### src/rtl/mfdp_fifo.sv
// ----------------------------------------------------------------------------
// mfdp_fifo
// Small register queue with push/full and pop/empty sides.
// ----------------------------------------------------------------------------
module mfdp_fifo #(
  parameter int WIDTH = 32,
  parameter int DEPTH = 4
) (
  input  logic             clk,
  input  logic             rst,
  input  logic             push,
  input  logic [WIDTH-1:0] din,
  output logic             full,
  input  logic             pop,
  output logic [WIDTH-1:0] dout,
  output logic             empty
);

  localparam int PW = (DEPTH > 1) ? $clog2(DEPTH) : 1;
  localparam int CW = $clog2(DEPTH + 1);

  logic [WIDTH-1:0] mem [DEPTH];
  logic [PW-1:0]    wr_ptr;
  logic [PW-1:0]    rd_ptr;
  logic [CW-1:0]    count;
  logic             do_push;
  logic             do_pop;

  assign full    = (count == CW'(DEPTH));
  assign empty   = (count == '0);
  assign do_push = push && !full;
  assign do_pop  = pop && !empty;
  assign dout    = mem[rd_ptr];

  always_ff @(posedge clk) begin
    if (do_push) begin
      mem[wr_ptr] <= din;
    end
  end

  always_ff @(posedge clk) begin
    if (rst) begin
      wr_ptr <= '0;
      rd_ptr <= '0;
      count  <= '0;
    end else begin
      if (do_push) begin
        wr_ptr <= (wr_ptr == PW'(DEPTH - 1)) ? '0 : wr_ptr + 1'b1;
      end
      if (do_pop) begin
        rd_ptr <= (rd_ptr == PW'(DEPTH - 1)) ? '0 : rd_ptr + 1'b1;
      end
      if (do_push && !do_pop) begin
        count <= count + 1'b1;
      end else if (do_pop && !do_push) begin
        count <= count - 1'b1;
      end
    end
  end

endmodule

### config.mk
export PLATFORM = sky130hd
export DESIGN_NAME = mfdp_fifo
export DESIGN_NICKNAME = d
export VERILOG_FILES = /design/src/rtl/mfdp_fifo.sv
export SDC_FILE = /design/constraint.sdc
export NUM_CORES = 1
export LEC_CHECK = 0
export BUFFER_PORTS_ARGS = -buffer_cell sky130_fd_sc_hd__buf_4
export CAP_MARGIN = 25
export CORE_AREA = 3 3 125 127
export CTS_CLUSTER_SIZE = 25
export DETAILED_ROUTE_END_ITERATION = 8
export DIE_AREA = 0 0 128 130
export SLEW_MARGIN = 10
export SYNTH_ARGS = -nofsm -noshare
export SYNTH_HDL_FRONTEND = slang
export SYNTH_SLANG_ARGS = --single-unit
### constraint.sdc
create_clock -name clk -period 2.25 [get_ports clk]
set_input_delay 0.1125 -clock clk [delete_from_list [all_inputs] [get_ports clk]]
set_output_delay 0.1125 -clock clk [all_outputs]
set_load 0.03 [all_outputs]
# == After elaboration in Yosys (flattened, before gate mapping) ==
# Memories as Yosys holds them, arrays and structs flattened. A register that Yosys moved wholly into a read port is not among the register bits.
# Index checks and enable logic that the tools add are counted.
# totals
ram_bits,128
reg_bits,7
output_inout_bits,34
memories,1
wordCells,29
inputBits,36
# op_classes
reduce_logical,10
n_mux,8
add_sub_neg,4
eq_ne,3
# memory_table
name,depth,width,rd,rd_ports_with_merged_regs,wr,line_no,source
mem,4,32,1,1,1,22,logic [WIDTH-1:0] mem [DEPTH];
# ops
operator,count
2-bit 2-to-1 mux,4
3-bit 2-to-1 mux,2
"2-bit by 1-bit adder with 2-bit output, second input constant",2
"2-bit equality test, second input constant",2
1-bit logical AND,4
1-bit zero test,4
"3-bit by 1-bit adder with 3-bit output, second input constant",1
"3-bit equality test, second input constant",1
3-bit zero test,1
"3-bit by 1-bit subtractor with 3-bit output, second input constant",1
1-bit 2-to-1 mux,2
2-bit nonzero test,1

# == Depth between registers and ports, before layout ==
# depth
word_depth,7
mapped_depth,10
mapped_depth_nobuf,9

# == Least setup slack after synthesis ==
# OpenSTA, ideal clock, no wires.
# synth_path
path_type,register to register
from,reg count[0]
to,reg count[2]
required_ns,2.180
path_stages_with_launch,11
arrival_time_ns,2.164
slack_ns,0.016
n_path_buf,1
synth_period_minus_slack_ns,2.234
setup_ns,0.070
cell_sequence,dfxtp_1 or3b_1 buf_6 clkinv_4 nor2_2 ha_1 inv_1 fa_1 xor2_1 or3_2 a21oi_1
# synth_via
elab_chain_len,6
word_cells_on_any_way,15
classes_between,2 x add/sub; 1 x eq/ne; 2 x mux; 10 x reduce/logical
# synth_lines
element,line_no,source
from (decl),25,logic [CW-1:0] count;
from (signal assigned),54,count <= count + 1'b1;
from (signal assigned),56,count <= count - 1'b1;
3-bit equality test (*),29,assign full = (count == CW'(DEPTH));
via full,13,"output logic full,"
1-bit zero test (*),31,assign do_push = push && !full;
1-bit logical AND (*),31,
via do_push,26,logic do_push;
1-bit zero test,55,end else if (do_pop && !do_push) begin
1-bit logical AND,55,
2-bit nonzero test (no source line),n/a,
# Mark *: on every way through the listed nets, which the timed path passes. The rest lies on a longest branch. The select of a mux whose other input is x is not followed.
# A chain may end at the register's enable or synchronous reset.

# == Final worst setup path ==
# layout_path
from,reg count[2]
to,reg count[2]
# layout_via
elab_chain_len,6
word_cells_on_any_way,15
classes_between,2 x add/sub; 1 x eq/ne; 2 x mux; 10 x reduce/logical
# layout_lines
element,line_no
3-bit equality test (*),29
1-bit zero test (*),31
1-bit logical AND (*),31
via do_push,26
1-bit zero test,55
1-bit logical AND,55
2-bit nonzero test (no source line),n/a
# Marks and branches as above.

==> impl_summary.log <==
[metrics] relative slew slack: 39.58%
[metrics] initial core utilization: 35.08%
[metrics] initial antenna violation count: 0
[metrics] root buffer cell: sky130_fd_sc_hd__clkbuf_16
[metrics] arrival time at the worst endpoint: 2.51 ns
[metrics] total detailed-routing wirelength: between 9000 and 10000 um
[metrics] Setup crit end kind: flop
[metrics] cell-by-cell listing of the critical path: or3b_4 -> clkinv_4 -> nor2_4 -> ha_4 -> inv_1 -> fa_2 -> xor2_1 -> or3_2 -> a21oi_2
[metrics] slowest CP cell: sky130_fd_sc_hd__or3_2
[metrics] ports placed on the boundary: 70
[metrics] kind of cell adding the most delay to the critical path: simple AND/OR/NAND/NOR gates
[metrics] n_diodes: 0
[metrics] unrepaired setup endpoints after global routing: no
[metrics] min Tclk post-route: 2.173 ns
[metrics] capture point of the worst reg-to-reg path: count[2]
[metrics] number of global-route vias before repair: between 2000 and 3000
[metrics] maximum fanout encountered on the critical timing path: 5
[metrics] sequential-to-total area share from yosys stat: 78.92%
[metrics] flop2flop setup slack: just under 0.08 ns
[metrics] cell row count: 44
[metrics] vias post-DR: 2473
[metrics] leading post-synthesis cells by cell area: sky130_fd_sc_hd__edfxtp_1 (75%), sky130_fd_sc_hd__mux4_2 (14%), sky130_fd_sc_hd__dfxtp_1 (3.5%), sky130_fd_sc_hd__ha_1 (1.5%), sky130_fd_sc_hd__and3_2 (0.59%)
[metrics] ratio of total power to cell area: between 1000 and 1500 nW/um^2
[metrics] largest area contributor in the synthesized netlist: sky130_fd_sc_hd__edfxtp_1
[metrics] dpl hpwl: 5441 um
[metrics] Post-Route Skew: 0.005792 ns
[metrics] wire length of the first global-routing pass: 14690 um
[metrics] WL per Instance: 17.44 um
[metrics] number of stages on the worst hold path: 4
[metrics] relative area change from synthesis to final layout: 32.86%
[metrics] WP buf/inv: 2
[metrics] width of the die: 128 um
[metrics] number of instances in the placed design: 466
[metrics] full die area: around 17000 um^2
[metrics] Worst Path Required: 2.59 ns
[metrics] maxcap violations: 0
[metrics] maximum buffer depth of the clock tree: 2
[metrics] total power after layout: 0.007835 W
[metrics] Hold Vio Cnt, Final: 0
[metrics] async set-or-reset flop fraction in the synthesized netlist: 0%
[metrics] final setup violation count: 0
[metrics] proportion of layout cells with a drive suffix above 1: 42.12%
[metrics] clock transition time at the flip-flop clock pins of the worst setup and hold paths: 0.05 ns
[metrics] Layout Cells excl Fill: 533
[metrics] deepest level of the CTS H-tree: 4
[metrics] Vert. Die Dim: around 130 um
[metrics] weighted congestion reported at the end of routability-driven placement: 0.6910
[metrics] Avg Vias per Cell: 4.640
[metrics] main flop type after synthesis: sky130_fd_sc_hd__edfxtp_1
[metrics] part of the cycle the worst path needs: between 90% and 100%
[metrics] peak supply drop: 0.4843 mV
[metrics] distinct cell type count after synthesis: 27
[metrics] Num Clock Sinks: 137
[metrics] first-iteration detailed-routing DRC count: 122
[metrics] clock tree from TritonCTS: done
[metrics] total number of yosys warnings: 0
[metrics] worst reg2reg path startpoint: count[2]
[metrics] remaining routing DRC violations: 0
[metrics] HP Class: input port to flop
[metrics] syn avg cell area: 23.50 um^2
[metrics] worst-skew pair later-pin latency: 0.41 ns
[metrics] Overflow after GRT: 0
[metrics] Max Transition Viols Final: 0
[metrics] Worst Setup Path Type: flop to flop
[metrics] aggregate negative setup slack: 0 ns
[metrics] synthesized instance count: about 220
[metrics] top cell type's share of synthesized area: between 70 and 80%
[metrics] reg2reg path depth: 9
[metrics] Final #Nets: 379
[metrics] start point of the worst hold path: pop
[metrics] outcome: complete, no violations
[metrics] count of buffers inserted at the top-level ports: 69
[metrics] Post-Syn Nets: 260
[metrics] count of TritonRoute iterations in the first routing pass: 4
[metrics] post-route ant nets: 0
[metrics] GRT Total Usage: 12.19%
[metrics] sort of element at the start of the critical path: flop
[metrics] floorplan core area: 14530 um^2
[metrics] static leakage: 2.348 nW
[metrics] maximum operating frequency: 460.2 MHz
[metrics] cell area after technology mapping: approximately 5100 um^2
[metrics] Tightest Pin Transition: 0.9062 ns
[metrics] number of synthesized flops with an enable pin: 128
[metrics] Num CTS Buffers: 17
[metrics] maximum number of pins on one net before global-route repair: 33
[metrics] Yosys reg bits: roughly 140
[metrics] CP max stage delay: 0.43 ns
-- synth_stat cells, types with 2 or more instances --
library cell,count
sky130_fd_sc_hd__buf_1,3
sky130_fd_sc_hd__nor2_1,3
sky130_fd_sc_hd__o31ai_2,2
sky130_fd_sc_hd__xor2_1,2
sky130_fd_sc_hd__ha_1,6
sky130_fd_sc_hd__dfxtp_1,9
sky130_fd_sc_hd__mux4_2,32
sky130_fd_sc_hd__edfxtp_1,128
sky130_fd_sc_hd__nor3_1,2
sky130_fd_sc_hd__nand3_1,2
sky130_fd_sc_hd__a21oi_1,3
sky130_fd_sc_hd__mux2i_1,2
sky130_fd_sc_hd__inv_1,4
sky130_fd_sc_hd__and3_2,4
sky130_fd_sc_hd__buf_4,3
-- metal layers --
layer	share of wire, %	GRT usage, %	vias up
li1	-	-	1152
met1	40	13.65	1255
met2	54	21.38	54
met3	4.3	4.011	12
met4	1.5	5.306	0
met5	0	0	-
-- worst max path at each step --
stage | end | cells after the start | start
floorplan | count[2] | 10 | count[0]
global placement | count[2] | 9 | count[1]
detailed placement | count[2] | 9 | count[1]
CTS | count[2] | 9 | count[2]
global route | count[2] | 9 | count[2]
finish | count[2] | 9 | count[2]
-- timing repair --
item / in CTS / in global routing
resized for setup: 6 / 3
buffers inserted: 1 / 0
hold buffers: 34 / 0
hold endpoints to repair: 137 / 0
gates cloned: 0 / 0
pin swaps: 0 / 3
endpoints found under the setup margin: 1 / 1
-- cells by family after synthesis --
| logic type | synth area share, % |
|---|---|
| XOR/XNOR | 0.3436 |
| flip-flops | 78.92 |
| AND/OR/NAND/NOR | 1.841 |
| adder cells (fa/ha/maj) | 1.865 |
| buffers and inverters | 1.521 |
| multiplexers | 14.53 |
| AO/OA/AOI/OAI | 0.9812 |
-- worst reg2reg max path: cells and delay by family, from the launching register on --
family / cells / cell delay (ns)
simple gates: 3 / 0.84
fa+ha+maj: 2 / 0.49
flops: 1 / 0.34
xor+xnor: 1 / 0.18
compound gates: 1 / 0.14
buf+inv: 2 / 0.12
-- through the flow --
stage | setup slack, ns | util (%) | hold slack (ns) | cell area (um^2)
after detailed placement | -0.07864 | 40.22 | 0.3174 | 5846
after CTS | 0.01127 | 46.49 | 0.03975 | 6756
final | 0.07722 | 46.61 | 0.08418 | 6774
after floorplan | 0.01578 | - | 0.2114 | 5099
after global routing | 0.01421 | 46.61 | 0.09237 | 6774
after global placement | 0.05921 | 40.22 | 0.3136 | 5846
-- where the power goes --
group | internal, W | switching, W | total [W] | leakage (nW)
clock network | 0.00160 | 0.000952 | 0.00255 | 0.267
logic | 0.000918 | 0.00117 | 0.00208 | 0.832
registers | 0.00310 | 0.000107 | 0.00320 | 1.25
-- area by class of cell --
cell class / instances / area, um^2
fill: 1275 / 7760
sequential: 137 / 4029
multi-input combinational: 66 / 1032
timing repair buffer: 109 / 915.9
clock buffer: 19 / 432.9
tap: 184 / 230.2
clock inverter: 13 / 110.1
inverter: 5 / 23.77
-- cells in the final DEF (no fill, tap or decap), drive strengths merged, types with 3 or more instances in the layout --
| master | count |
|---|---|
| inv | 4 |
| dfxtp | 9 |
| dlygate4sd3 | 34 |
| nor2 | 4 |
| mux4 | 32 |
| buf | 75 |
| clkinv | 12 |
| ha | 6 |
| clkbuf | 19 |
| and3 | 4 |
| a21oi | 3 |
| edfxtp | 128 |
-- sequential cells by signal (all words and copies together) (netlist names), named ones only --
| signal | cells |
|---|---|
| count | 3 |
| mem | 128 |
| wr_ptr | 2 |
| rd_ptr | 2 |
Note: power is estimated with default switching activity, not from simulation.
