===== src/rtl/mfdp_pkg.sv =====
// ----------------------------------------------------------------------------
// mfdp_pkg
// Shared types, constants and weight widening for the dot-product block.
// ----------------------------------------------------------------------------
package mfdp_pkg;

  localparam int LANES  = 8;
  localparam int LANE_W = 3;

  localparam logic [31:0] QNAN     = 32'h7FC0_0000;
  localparam logic [31:0] ONE_BITS = 32'h3F80_0000;
  localparam int          BF16_SHIFT = 16;

  typedef enum logic [1:0] {
    FMT_HALF   = 2'd0,
    FMT_BF16   = 2'd1,
    FMT_SINGLE = 2'd2,
    FMT_RSVD   = 2'd3
  } wfmt_t;

  typedef enum logic [1:0] {
    ST_MAC,
    ST_DRAIN,
    ST_REDUCE
  } bstate_t;

  typedef struct packed {
    logic [31:0]       w;
    logic [31:0]       act;
    logic [LANE_W-1:0] lane;
    logic              last;
  } item_t;

  typedef struct packed {
    logic              red;
    logic              fin;
    logic [LANE_W-1:0] lane;
  } tag_t;

  function automatic logic [5:0] msb64(input logic [63:0] x);
    logic [5:0] r;
    r = '0;
    for (int i = 0; i < 64; i++) begin
      if (x[i]) begin
        r = 6'(i);
      end
    end
    return r;
  endfunction

  function automatic logic [31:0] half_to_single(input logic [15:0] h);
    logic        s;
    logic [4:0]  ex;
    logic [9:0]  fr;
    logic [5:0]  pm;
    logic [3:0]  p;
    logic [23:0] sh;
    logic [31:0] r;
    s  = h[15];
    ex = h[14:10];
    fr = h[9:0];
    pm = msb64({54'b0, fr});
    p  = pm[3:0];
    sh = {14'b0, fr} << (5'd23 - {1'b0, p});
    if (ex == 5'h1F) begin
      r = (fr != '0) ? QNAN : {s, 8'hFF, 23'b0};
    end else if (ex == '0) begin
      if (fr == '0) begin
        r = {s, 31'b0};
      end else begin
        r = {s, 8'({4'b0, p} + 8'd103), sh[22:0]};
      end
    end else begin
      r = {s, 8'({3'b0, ex} + 8'd112), fr, 13'b0};
    end
    return r;
  endfunction

  function automatic logic [31:0] widen(input wfmt_t fmt, input logic [31:0] raw);
    logic [31:0] r;
    case (fmt)
      FMT_HALF: r = half_to_single(raw[15:0]);
      FMT_BF16: r = {raw[15:0], 16'b0};
      default:  r = raw;
    endcase
    return r;
  endfunction

endpackage


===== src/rtl/mfdp_front.sv =====
// ----------------------------------------------------------------------------
// mfdp_front
// Weight format register, weight widening and lane assignment.
// ----------------------------------------------------------------------------
module mfdp_front (
  input  logic            clk,
  input  logic            rst,
  input  logic            cfg_valid,
  output logic            cfg_ready,
  input  logic [1:0]      cfg_data,
  input  logic            push,
  input  logic            q_full,
  input  logic [31:0]     weight_bits,
  input  logic [31:0]     activation_bits,
  input  logic            last_element,
  output logic            q_push,
  output mfdp_pkg::item_t q_item
);

  mfdp_pkg::wfmt_t                 weight_format;
  logic [mfdp_pkg::LANE_W-1:0]     lane;
  logic [mfdp_pkg::LANE_W-1:0]     lane_next;

  assign cfg_ready = 1'b1;
  assign q_push    = push && !q_full;

  assign q_item.w    = mfdp_pkg::widen(weight_format, weight_bits);
  assign q_item.act  = activation_bits;
  assign q_item.lane = lane;
  assign q_item.last = last_element;

  always_comb begin
    lane_next = lane;
    if (q_push) begin
      lane_next = last_element ? '0 : lane + 1'b1;
    end
  end

  always_ff @(posedge clk) begin
    if (rst) begin
      weight_format <= mfdp_pkg::FMT_HALF;
      lane          <= '0;
    end else begin
      if (cfg_valid && cfg_ready) begin
        weight_format <= mfdp_pkg::wfmt_t'(cfg_data);
      end
      lane <= lane_next;
    end
  end

endmodule


===== config.mk =====
export PLATFORM = sky130hd
export DESIGN_NAME = mfdp_front
export DESIGN_NICKNAME = d
export VERILOG_FILES = /design/src/rtl/mfdp_pkg.sv /design/src/rtl/mfdp_front.sv
export SDC_FILE = /design/constraint.sdc
export NUM_CORES = 1
export LEC_CHECK = 0
export ABC_AREA = 1
export BUFFER_PORTS_ARGS = -buffer_cell sky130_fd_sc_hd__buf_4
export CORE_ASPECT_RATIO = 1.2
export CORE_MARGIN = 3
export CORE_UTILIZATION = 34
export CTS_BUF_LIST = sky130_fd_sc_hd__clkbuf_16
export CTS_CLUSTER_DIAMETER = 100
export DETAILED_ROUTE_END_ITERATION = 6
export PLACE_DENSITY = 0.79
export SLEW_MARGIN = 20
export SYNTH_ARGS = -nofsm -noshare
export SYNTH_HDL_FRONTEND = slang
export SYNTH_SLANG_ARGS = --single-unit

===== constraint.sdc =====
create_clock -name clk -period 2.51 [get_ports clk]
set_input_delay 0.6275 -clock clk [delete_from_list [all_inputs] [get_ports clk]]
set_output_delay 0.6275 -clock clk [all_outputs]
set_load 0.1 [all_outputs]

# [Word level (Yosys, flattened, before mapping)]
# Cells that the tools add are included.
[classes] addsub=4 n_eq_ne=2 shift=1 mux=16 reduce_logical=6
[op_table] op="two-way mux 32 bit" count=2
[op_table] op="case mux 32 bit (2 select lines)" count=1
[op_table] op="two-way mux 31 bit" count=2
[op_table] op="two-way mux 4 bit" count=8
[op_table] op="left shift 10 x 5 -> 23 bit" count=1
[op_table] op="logical NOT 10 bit" count=1
[op_table] op="nonzero test 10 bit" count=1
[op_table] op="adder 4 x 7 -> 8 bit (second input constant)" count=1
[op_table] op="adder 5 x 7 -> 8 bit (second input constant)" count=1
[op_table] op="== test 5 bit (second input constant)" count=1
[op_table] op="logical NOT 5 bit" count=1
[op_table] op="subtractor 5 x 4 -> 5 bit (first input constant)" count=1
[op_table] op="adder 3 x 1 -> 3 bit (second input constant)" count=1
[op_table] op="two-way mux 3 bit" count=1
[op_table] op="== test 2 x 1 -> 1 bit (second input constant)" count=1
[op_table] op="logical NOT 2 bit" count=1
[op_table] op="two-way mux 2 bit" count=1
[op_table] op="logical AND 1 bit" count=1
[op_table] op="logical NOT 1 bit" count=1
[op_table] op="two-way mux 1 bit" count=1
[word_totals] regBits=5 input_bits=72 out_inout_bits=70 word_cells=31

# [Depth between registers and ports, before layout]
# Gate-level depths: netlist (run 1).
[depth] ltp_word=16 depth_mapped=18 mapped_depth_nobuf=17

# [Worst setup path before layout (run 1)]
# No wires, ideal clock.
[synth_path] path_kind="input -> output" from="in weight_bits[5]" to="out q_item[67] in the netlist's numbering" arrival_time_ps=3493 t_required_ps=1882 setup_slack_ps=-1610 path_stages=6 n_path_buf=0 cell_sequence="nor2_1 -> nand3_1 -> nor4_1 -> nand2_1 -> and3_1 -> a211oi_1"
[synth_rtl] element="start: declaration" line_no="mfdp_front.sv:13" source="input logic [31:0] weight_bits,"
[synth_rtl] element="end: declaration" line_no="mfdp_front.sv:17" source="output mfdp_pkg::item_t q_item"

==> metrics.md, run 1 <==
| Metric | Value |
|---|---|
| Maximum number of pins on one net before global-route repair | 29 |
| Number of nets in the finished design | 452 |
| Area of the die | 5230 sq um |
| Setup Viol. Count Final | 17 |
| Synthesized Nets | 353 |
| Total Routed Length | 6700 microns |
| Cell type with the largest total area after synthesis | sky130_fd_sc_hd__nand2_1 |
| Cell with the biggest individual delay on the critical path | sky130_fd_sc_hd__o21ai_1 |
| Total power per unit cell area | 442 nW/um^2 |
| Outcome | complete, but fails checks |
| Placeable core region | 4100 sq um |
| Diode count | 0 |
| Setup total negative slack | -3.72 ns |
| Area share of the largest cell type after synthesis | 19.6% |
| Highest Clock Rate | 351 MHz |
| Number of storage elements in the synthesis netlist | 5 |
| Iteration-0 DRC Markers | 129 |
| Final weighted congestion of routability-driven global placement | 0.893 |
| Required time of the critical path | 1.88 ns |
| Unrepaired setup endpoints after global routing | yes |
| Final critical-path setup slack | -0.336 ns |
| Portion of the post-synthesis area used by sequential elements | 6.69% |
| Vertical die dimension | 78.6 microns |
| Vias after detailed routing | 2216 |
| Maximum root-to-sink buffer count | 2 |
| Multiplexer fraction of the synthesized cell area | 0% |
| # H-tree levels | 1 |
| Cells along the critical path | buf_12 > inv_12 > nand2_4 > nand2_1 > nand2_1 > nand2_1 > nand2_2 > nand2_4 > nand2_8 > o21ai_1 > buf_4 > nand3_1 > o211ai_1 > nand3_1 > nand3_4 > buf_12 |
| Fraction of the cycle the final worst path needs | 113% |
| Number of warning messages in the yosys log | 0 |
| Startpoint-to-endpoint class of the critical path | in -> out |
| Simple logic cell fraction of the synthesized area | 38.7% |
| Most common cell after layout, fill and taps aside | sky130_fd_sc_hd__buf_4 |
| Area occupied by multi-input gates | 1370 sq um |
| Vias in the first global route | 2282 |
| Cells taking the most area after synthesis | sky130_fd_sc_hd__nand2_1, sky130_fd_sc_hd__buf_4, sky130_fd_sc_hd__inv_1 |
| DR DRC count | 0 |
| Type of the tightest min-delay check | reg -> reg |
| Setup crit start kind | input port |
| Number of buffers inserted during clock tree synthesis | 3 |
| Biggest cell delay along the critical path | 0.20 ns |
| Final global-route overflow total | 0 |
| Combinational family with the most area after synthesis | simple AND/OR/NAND/NOR gates |
| Mean cell area of the mapped netlist | 5.36 sq um |
| CTS sink cnt | 5 |
| Number of cells after detailed placement | 421 |
| Port Buf Inserts | 76 |
| Floorplan row count | 25 |
| Count of different cell masters after synthesis | 37 |
| Most numerous cell on the critical path | sky130_fd_sc_hd__nand2_1 |
| Top-level I/O count | 142 |
| Post-route antenna net violation count | 0 |
| Failing checks | setup timing |
| Final instance count without filler cells | 431 |
| Wire length of the first global-routing pass | 10300 microns |
| Cell at the root of the clock tree | sky130_fd_sc_hd__clkbuf_16 |
| Post-synthesis to final-layout area growth | 105% |
| Total area of sequential cells | 100 sq um |
| Critical Path AT | 2.22 ns |
| CP Capture Type | output port |
| Vias per cell | 5.14 |
| Mapped cell area | 1500 sq um |
| 1st-pass router iterations | 4 |
| Post-CTS clock slew at the launch and capture registers of the worst setup and hold paths | 0.03 ns |
| Clock Skews | 0.000204 ns |
| Fill cell count | 320 |
| Routed wire per std cell | 15.6 microns |
| CTS tree | built |
| Post-Place Setup Slack | -0.379 ns |
| DP Wirelength | 4860 microns |
| Max-slew violation total from the final report | 0 |
| Worst vdd rail ir drop | 455 uV |
| Critical-path maximum fanout | 5 |
| Post-Synth XOR/XNOR Area | 1.17% |
| Standby leakage power | 1.56 nW |
| Chip Width | 66.5 microns |
| Synth Area in Compound Gates | 19.7% |
| Min cycle time layout | 2.85 ns |
| GRT Resource Usage Total | 24.6% |
| Maximum capacitance violations | 0 |
| Most frequent cells in the layout | sky130_fd_sc_hd__buf_4, sky130_fd_sc_hd__nand2_1, sky130_fd_sc_hd__inv_1 |
| Share of synthesized cell area in full adder, half adder and majority cells | 1.67% |
| Layout cells sized above 1 | 56.8% |
| CTS Hold Bufs | 0 |
| Clock latency on the worst-skew pair | 0.23 ns |
| Initial standard-cell utilization of the core | 36.5% |
| Initial antenna violation count | 0 |
| Final count of hold timing violations | 0 |
| Count of mapped cells out of synthesis | 279 |
-- registers in the layout (all words and copies together), names as in the netlist --
name and count:
lane 3, weight_format 2
-- metal layers --
layer / track usage (%) / part of all wire, % / up-vias
met2: 46.3 / 56 / 109
li1: - / - / 1063
met5: 0 / 0 / -
met1: 27.0 / 36 / 1028
met4: 8.33 / 1.9 / 0
met3: 4.15 / 6.7 / 16
-- kinds of logic (layout without fill, tap and decap cells) --
family	Yosys count	after routing
buffers and inverters	89	186
DFF	5	5
adders and majority gates	2	2
other	1	1
and+or+nand+nor	133	134
AOI/OAI and AO/OA	47	47
xor gates and xnor gates	2	2
-- cells in the mapped netlist, drive strengths merged --
master and count:
nand4 1, nand2 83, o21bai 1, nor4 3, nor3 2, nor2 16
dfxtp 5, a221oi 1, o21ai 21, xnor2 1, buf 40, and2 1
o221ai 3, o22ai 1, inv 48, conb 1, xor2 1, clkinv 1
a31oi 2, ha 2, a211oi 2, nand3 25, or2 1, o32ai 1
and3 1, o211ai 10, a21oi 5
-- report_power, final --
part / switching (mW) / internal [mW]
Combinational: 0.663 / 0.346
Sequential: 0.00387 / 0.0847
Clock: 0.0521 / 0.206
-- repair_timing --
item                       CTS  global route
buffers inserted             1             5
gates resized for setup     70            45
cloned                       1             0
pin swaps                   19            32
setup endpoints to repair   18            18
-- stage by stage --
stage / cell area [sq um] / util, % / power [mW] / hold WS (ns)
finish: 3070 / 74.9 / 1.36 / 0.475
global route: 3070 / 74.9 / 1.41 / 0.503
CTS: 2880 / 70.2 / 1.31 / 0.479
detailed placement: 2490 / 60.8 / 0.946 / 0.478
global placement: 2490 / 60.8 / 0.939 / 0.456
floorplan: 1750 / - / 0.938 / 0.541
-- critical path: cells and delay by family --
family                 cells  cell delay [ns]
AOI/OAI and AO/OA          2             0.29
and+or+nand+nor           10             0.79
buffers and inverters      4             0.49
-- path summary, 6_finish.rpt --
| path | start | to | slack [ns] | depth (start not counted) |
|---|---|---|---|---|
| max reg2reg | weight_format[1] | weight_format[1] | 1.35 | 4 |
| max | weight_bits[2] | q_item[53] | -0.34 | 16 |
| min | lane[2] | lane[2] | 0.48 | 1 |
| min reg2reg | lane[2] | lane[2] | 0.48 | 1 |
-- cell type report --
cell class / count / area share [%]
Inverter: 49 / 7.05
Clock inverter: 1 / 0.122
Tap cell: 54 / 2.20
Multi-Input combinational cell: 186 / 44.6
Timing Repair Buffer: 133 / 40.3
Sequential cell: 5 / 3.26
Clock buffer: 3 / 2.44
No activity file was read; power rests on OpenSTA's default activity.
==> run 2: changes to the inputs <==
CORE_MARGIN = 2   (was 3)
==> metrics.md, run 2 (synthesis gave the netlist of run 1 again) <==
| Metric | Value |
|---|---|
| Routed wire per std cell | 14.7 microns |
| Diode count | 0 |
| Number of buffers inserted during clock tree synthesis | 3 |
| Number of cells after detailed placement | 426 |
| Maximum root-to-sink buffer count | 2 |
| Final weighted congestion of routability-driven global placement | 0.950 |
| CTS Hold Bufs | 0 |
| CTS tree | built |
| Critical Path Stages | 16 |
| Fraction of the cycle the final worst path needs | 111% |
| Min cycle time layout | 2.79 ns |
| Fill cell count | 345 |
| Total power per unit cell area | 440 nW/um^2 |
| # H-tree levels | 1 |
| Type of the tightest min-delay check | reg -> reg |
| Placeable core region | 4230 sq um |
| Startpoint-to-endpoint class of the critical path | in -> out |
| Cell with the biggest individual delay on the critical path | sky130_fd_sc_hd__o211ai_1 |
| Required time of the critical path | 1.88 ns |
| Vias after detailed routing | 2208 |
| DP Wirelength | 4870 microns |
| Post-CTS clock slew at the launch and capture registers of the worst setup and hold paths | 0.03 ns |
| Top-level I/O count | 142 |
| Unrepaired setup endpoints after global routing | yes |
| Critical R2R Capture | lane[2] |
| Largest register FFs | 3 |
| GRT Resource Usage Total | 26.3% |
| Post-synthesis to final-layout area growth | 104% |
| Leading registers by flop count | lane (3), weight_format (2) |
| Most common cell after layout, fill and taps aside | sky130_fd_sc_hd__buf_4 |
| Iteration-0 DRC Markers | 95 |
| Biggest cell delay along the critical path | 0.23 ns |
| Port Buf Inserts | 76 |
| Wire length of the first global-routing pass | 10400 microns |
| Post-Place Setup Slack | -0.442 ns |
| Highest Clock Rate | 359 MHz |
| Final count of hold timing violations | 0 |
| Clock latency on the worst-skew pair | 0.22 ns |
| Final global-route overflow total | 0 |
| Number of nets in the finished design | 453 |
| Crit path buf inv count | 4 |
| Cell at the root of the clock tree | sky130_fd_sc_hd__clkbuf_16 |
| Setup crit start kind | input port |
| Standby leakage power | 1.56 nW |
| Setup Viol. Count Final | 17 |
| Vias in the first global route | 2302 |
| Biggest register | lane |
| Maximum capacitance violations | 0 |
| Max-slew violation total from the final report | 0 |
| Final instance count without filler cells | 434 |
| Delay-heaviest family, CP | simple AND/OR/NAND/NOR gates |
| Setup slack, reg-to-reg | 1.47 ns |
| Chip Width | 64.5 microns |
| Vertical die dimension | 76.6 microns |
| 1st-pass router iterations | 5 |
| Most numerous cell on the critical path | sky130_fd_sc_hd__nand2_1 |
| Worst vdd rail ir drop | 487 uV |
| CP Capture Type | output port |
| Total power draw | 1.35 mW |
| Total Routed Length | 6380 microns |
| Cells along the critical path | buf_12 > inv_12 > nand2_2 > nand2_1 > nand2_1 > nand2_1 > nand2_1 > nand2_2 > nand2_4 > buf_12 > nand2_4 > nand2_2 > o211ai_1 > nand3_2 > nand3_4 > buf_12 |
| Outcome | complete, but fails checks |
| Worst Reg2Reg Path Length in Cells | 5 |
| Clock Skews | 0.000950 ns |
| Post-route antenna net violation count | 0 |
| Floorplan row count | 26 |
| Initial antenna violation count | 0 |
| Initial standard-cell utilization of the core | 35.4% |
| Number of stages on the worst hold path | 1 |
| Setup total negative slack | -3.00 ns |
| Worst setup path startpoint | weight_bits[2] |
| Layout cells sized above 1 | 55.6% |
| Failing checks | setup timing |
| Worst setup endpoint | q_item[54] |
| Vias per cell | 5.09 |
| Final critical-path setup slack | -0.279 ns |
| Critical register-to-register path startpoint | lane[0] |
| Critical Path AT | 2.16 ns |
| DR DRC count | 0 |
| Critical-path maximum fanout | 8 |
| Area of the die | 4950 sq um |
| CTS sink cnt | 5 |
| Maximum number of pins on one net before global-route repair | 16 |
| Most frequent cells in the layout | sky130_fd_sc_hd__buf_4, sky130_fd_sc_hd__nand2_1, sky130_fd_sc_hd__inv_1 |
## run 2: worst min path at each step
| stage | from | endpoint | slack, ns |
|---|---|---|---|
| 6_report | lane[2] | lane[2] | 0.47 |
| 5_1_grt | lane[2] | lane[2] | 0.49 |
| 4_1_cts | lane[2] | lane[2] | 0.46 |
| 3_5_place_dp | lane[2] | lane[2] | 0.45 |
| 3_3_place_gp | lane[2] | lane[2] | 0.45 |
| 2_1_floorplan | weight_format[0] | weight_format[0] | 0.54 |
## run 2: per-stage QoR
step | utilization [%] | area (sq um) | hold slack (ns)
3_5_place_dp | 60.1 | 2540 | 0.450
2_1_floorplan | - | 1750 | 0.541
3_3_place_gp | 60.1 | 2540 | 0.450
6_report | 72.3 | 3060 | 0.467
4_1_cts | 70.7 | 2990 | 0.465
5_1_grt | 72.3 | 3060 | 0.486
## run 2: routing by layer
layer	global-route usage [%]	up-vias	share of wire (%)
met4	11.9	0	3.9
met3	4.28	31	6.3
met5	0	-	0
met1	27.6	1000	37
li1	-	1063	-
met2	49.8	114	53
## run 2: what timing repair did
item | CTS | global route
gates resized for setup | 82 | 15
pin swaps | 31 | 15
buffers inserted | 5 | 0
endpoints found under the setup margin | 18 | 18
## run 2: area by class of cell
class / instances / area, sq um / area share, %
multi-input cells: 185 / 1340 / 43.7
clock inverters: 1 / 3.75 / 0.123
clock buffers: 3 / 75.1 / 2.46
repair buffers: 135 / 1260 / 41.4
well taps: 56 / 70.1 / 2.29
inverters: 49 / 206 / 6.75
flip-flops and latches: 5 / 100 / 3.27
## run 2: power breakdown
| group | internal (mW) | leakage [nW] | switching [mW] |
|---|---|---|---|
| Combinational | 0.344 | 1.48 | 0.655 |
| Sequential | 0.0847 | 0.0411 | 0.00517 |
| Clock | 0.206 | 0.0423 | 0.0495 |
==> run 3: changes to the inputs <==
ABC_AREA = 0   (was 1)
CORE_UTILIZATION = 36   (was 34)
CTS_BUF_LIST = sky130_fd_sc_hd__clkbuf_4 sky130_fd_sc_hd__clkbuf_8 sky130_fd_sc_hd__clkbuf_16   (was sky130_fd_sc_hd__clkbuf_16)
GPL_ROUTABILITY_DRIVEN = 0   (was default)
PLACE_DENSITY = 0.78   (was 0.79)
==> metrics.md, run 3 <==
| Metric | Value |
|---|---|
| Worst Tran Pin Value | 0.490 ns |
| Vertical die dimension | 80.6 microns |
| Count of different cell masters after synthesis | 59 |
| Fraction of the cycle the final worst path needs | 116% |
| Unrepaired setup endpoints after global routing | yes |
| Cell at the root of the clock tree | sky130_fd_sc_hd__clkbuf_8 |
| Cell with the biggest individual delay on the critical path | sky130_fd_sc_hd__o31a_4 |
| Relative slew slack | 66.9% |
| Most numerous cell in the Yosys netlist | sky130_fd_sc_hd__buf_4 |
| Area occupied by multi-input gates | 1920 sq um |
| Mapped cell area | 1760 sq um |
| Cells taking the most area after synthesis | sky130_fd_sc_hd__buf_4, sky130_fd_sc_hd__nand2_1, sky130_fd_sc_hd__dfxtp_1 |
| Post-route antenna net violation count | 0 |
| Primary FF master, synth | sky130_fd_sc_hd__dfxtp_1 |
| Port Buf Inserts | 76 |
| Startpoint-to-endpoint class of the critical path | in -> out |
| Maximum capacitance violations | 0 |
| Vias per cell | 6.38 |
| Critical Path Stages | 8 |
| Critical register-to-register path startpoint | lane[0] |
| Worst vdd rail ir drop | 243 uV |
| Most numerous cell on the critical path | sky130_fd_sc_hd__buf_4 |
| Post-synth top cells | sky130_fd_sc_hd__buf_4, sky130_fd_sc_hd__nand2_1, sky130_fd_sc_hd__nor2_1, sky130_fd_sc_hd__o21ai_0, sky130_fd_sc_hd__a21oi_1 |
| Cell type with the largest total area after synthesis | sky130_fd_sc_hd__buf_4 |
| Maximum number of pins on one net before global-route repair | 21 |
| Standby leakage power | 1.64 nW |
| Final critical-path setup slack | -0.401 ns |
| DR DRC count | 0 |
| Vias after detailed routing | 2898 |
| Proportion of synthesized flip-flops having asynchronous set or reset | 0% |
| Clock latency on the worst-skew pair | 0.23 ns |
| Synthesized Nets | 346 |
| Total power per unit cell area | 360 nW/um^2 |
| Max-slew violation total from the final report | 0 |
| Min cycle time layout | 2.91 ns |
| Outcome | complete, but fails checks |
| Vias in the first global route | 2850 |
| # H-tree levels | 1 |
| CTS sink cnt | 5 |
| Critical Path AT | 2.28 ns |
| Mean cell area of the mapped netlist | 6.46 sq um |
| Diode count | 0 |
| Area share of the largest cell type after synthesis | 14.5% |
| Total Routed Length | 9660 microns |
| GRT Resource Usage Total | 34.1% |
| Critical R2R Capture | lane[2] |
| Floorplan row count | 27 |
| Top-level I/O count | 142 |
| Failing checks | setup timing |
| 1st-pass router iterations | 5 |
| Placed cell areas | 3110 sq um |
| Layout Cell Area excl Fill | 3790 sq um |
| Initial antenna violation count | 0 |
| Portion of the post-synthesis area used by sequential elements | 5.69% |
| Cells along the critical path | buf_4 > nor2_4 > a21o_1 > mux2i_2 > a311oi_2 > buf_4 > o31a_4 > buf_8 |
| Setup slack, reg-to-reg | 1.06 ns |
| Number of flops mapped to enable cells by yosys | 0 |
| Chip Width | 67.8 microns |
| Critical-path maximum fanout | 8 |
| Type of the tightest min-delay check | reg -> reg |
| Count of mapped cells out of synthesis | 272 |
| Post-synthesis to final-layout area growth | 116% |
| Most frequent cells in the layout | sky130_fd_sc_hd__buf_4, sky130_fd_sc_hd__nand2_1, sky130_fd_sc_hd__buf_12 |
| Worst Reg2Reg Path Length in Cells | 3 |
| Final count of hold timing violations | 0 |
| Fill cell count | 250 |
| Number of nets in the finished design | 471 |
| Post-Place Setup Slack | -0.483 ns |
| Worst setup endpoint | q_item[57] |
| Number of warning messages in the yosys log | 0 |
| Iteration-0 DRC Markers | 324 |
| Layout cells sized above 1 | 66.4% |
| Number of storage elements in the synthesis netlist | 5 |
| CTS Hold Bufs | 0 |
| Biggest cell delay along the critical path | 0.32 ns |
| Number of stages on the worst hold path | 2 |
| Maximum root-to-sink buffer count | 2 |
| Final global-route overflow total | 0 |
| Setup Viol. Count Final | 18 |
| CP Capture Type | output port |
| Required time of the critical path | 1.88 ns |
| Highest Clock Rate | 343 MHz |
| Routed wire per std cell | 21.3 microns |
| Most common cell after layout, fill and taps aside | sky130_fd_sc_hd__buf_4 |
| Area of the die | 5460 sq um |
| Delay-heaviest family, CP | compound AO/OA/AOI/OAI gates |
| CTS tree | built |
| Initial standard-cell utilization of the core | 37.7% |
| Post-CTS clock slew at the launch and capture registers of the worst setup and hold paths | 0.04 ns |
| Clock Skews | 0.000257 ns |
| Worst setup path startpoint | weight_bits[7] |
| Setup crit start kind | input port |
| Total area of sequential cells | 100 sq um |
| Leading registers by flop count | lane (3), weight_format (2) |
| Placeable core region | 4660 sq um |
| Biggest register | lane |
| Largest register FFs | 3 |
| Wire length of the first global-routing pass | 14100 microns |
| DP Wirelength | 5830 microns |
| Number of buffers inserted during clock tree synthesis | 3 |
| Crit path buf inv count | 3 |
[run 3: cell count changes after synthesis, moves of 5 or more]
cell,change
sky130_fd_sc_hd__o211ai_1,-7
sky130_fd_sc_hd__a22oi_1,+6
sky130_fd_sc_hd__nand3_1,-23
sky130_fd_sc_hd__nor3_1,+6
sky130_fd_sc_hd__nand2b_1,+6
sky130_fd_sc_hd__o31ai_1,+5
sky130_fd_sc_hd__a21oi_1,+14
sky130_fd_sc_hd__inv_1,-35
sky130_fd_sc_hd__and2_1,+9
sky130_fd_sc_hd__nor2_1,+7
sky130_fd_sc_hd__nor2b_1,+7
sky130_fd_sc_hd__clkbuf_1,+15
sky130_fd_sc_hd__nand2_1,-49
[run 3: how the worst min path moves through the flow]
stage / slack (ns) / startpoint / to
finish: 0.52 / lane[2] / lane[2]
global route: 0.57 / lane[2] / lane[2]
CTS: 0.53 / lane[2] / lane[2]
detailed placement: 0.48 / lane[2] / lane[2]
floorplan: 0.70 / rst / lane[2]
global placement: 0.47 / lane[2] / lane[2]
[run 3: repair_timing]
| item | in CTS | in global routing |
|---|---|---|
| resized for setup | 103 | 21 |
| endpoints found under the setup margin | 18 | 18 |
| buffers inserted | 10 | 5 |
| pin swaps | 33 | 16 |
[run 3: worst reg2reg max path, stage by stage (launching register included)]
cell                      delay [ns]
sky130_fd_sc_hd__dfxtp_1        0.41
sky130_fd_sc_hd__ha_1           0.19
sky130_fd_sc_hd__or4b_2         0.60
sky130_fd_sc_hd__a21oi_1        0.18
[run 3: kinds of logic after synthesis]
group                      synth area share [%]
DFF                                        5.69
buffers and inverters                      21.6
other                                     0.213
and+or+nand+nor                            31.2
adders and majority gates                  1.42
muxes                                      1.71
xor gates and xnor gates                  0.498
AOI/OAI and AO/OA                          37.7
[run 3: area by class of cell]
type	count	share of cell area (%)
Sequential cell	5	2.64
Clock buffer	4	1.29
Multi-Input combinational cell	205	50.5
Tap cell	58	1.91
Inverter	10	0.989
Timing Repair Buffer	172	42.7
[run 3: metal layers]
metal / wire (microns) / GRT usage (%) / vias up / share of wire, %
met4: 714 / 20.8 / 0 / 7.4
met3: 759 / 5.04 / 79 / 7.9
met5: 0 / 0 / - / 0
li1: - / - / 1207 / -
met1: 3380 / 38.4 / 1390 / 35
met2: 4800 / 58.7 / 222 / 50
[run 3: power by group]
part	internal, mW	switching (mW)
Combinational	0.416	0.690
Sequential	0.0826	0.00384
Clock	0.121	0.0521
Total	0.620	0.746
[run 3: per-stage QoR]
stage / std cells / hold slack (ns) / total power [mW] / setup TNS, ns / util, %
after floorplan: 272 / 0.697 / 0.962 / -3.69 / -
after global placement: 439 / 0.469 / 0.983 / -5.52 / 66.7
final: 454 / 0.521 / 1.37 / -4.65 / 81.4
after global routing: 454 / 0.566 / 1.40 / -5.17 / 81.4
after CTS: 452 / 0.525 / 1.30 / -3.57 / 79.1
after detailed placement: 439 / 0.476 / 0.992 / -5.80 / 66.7
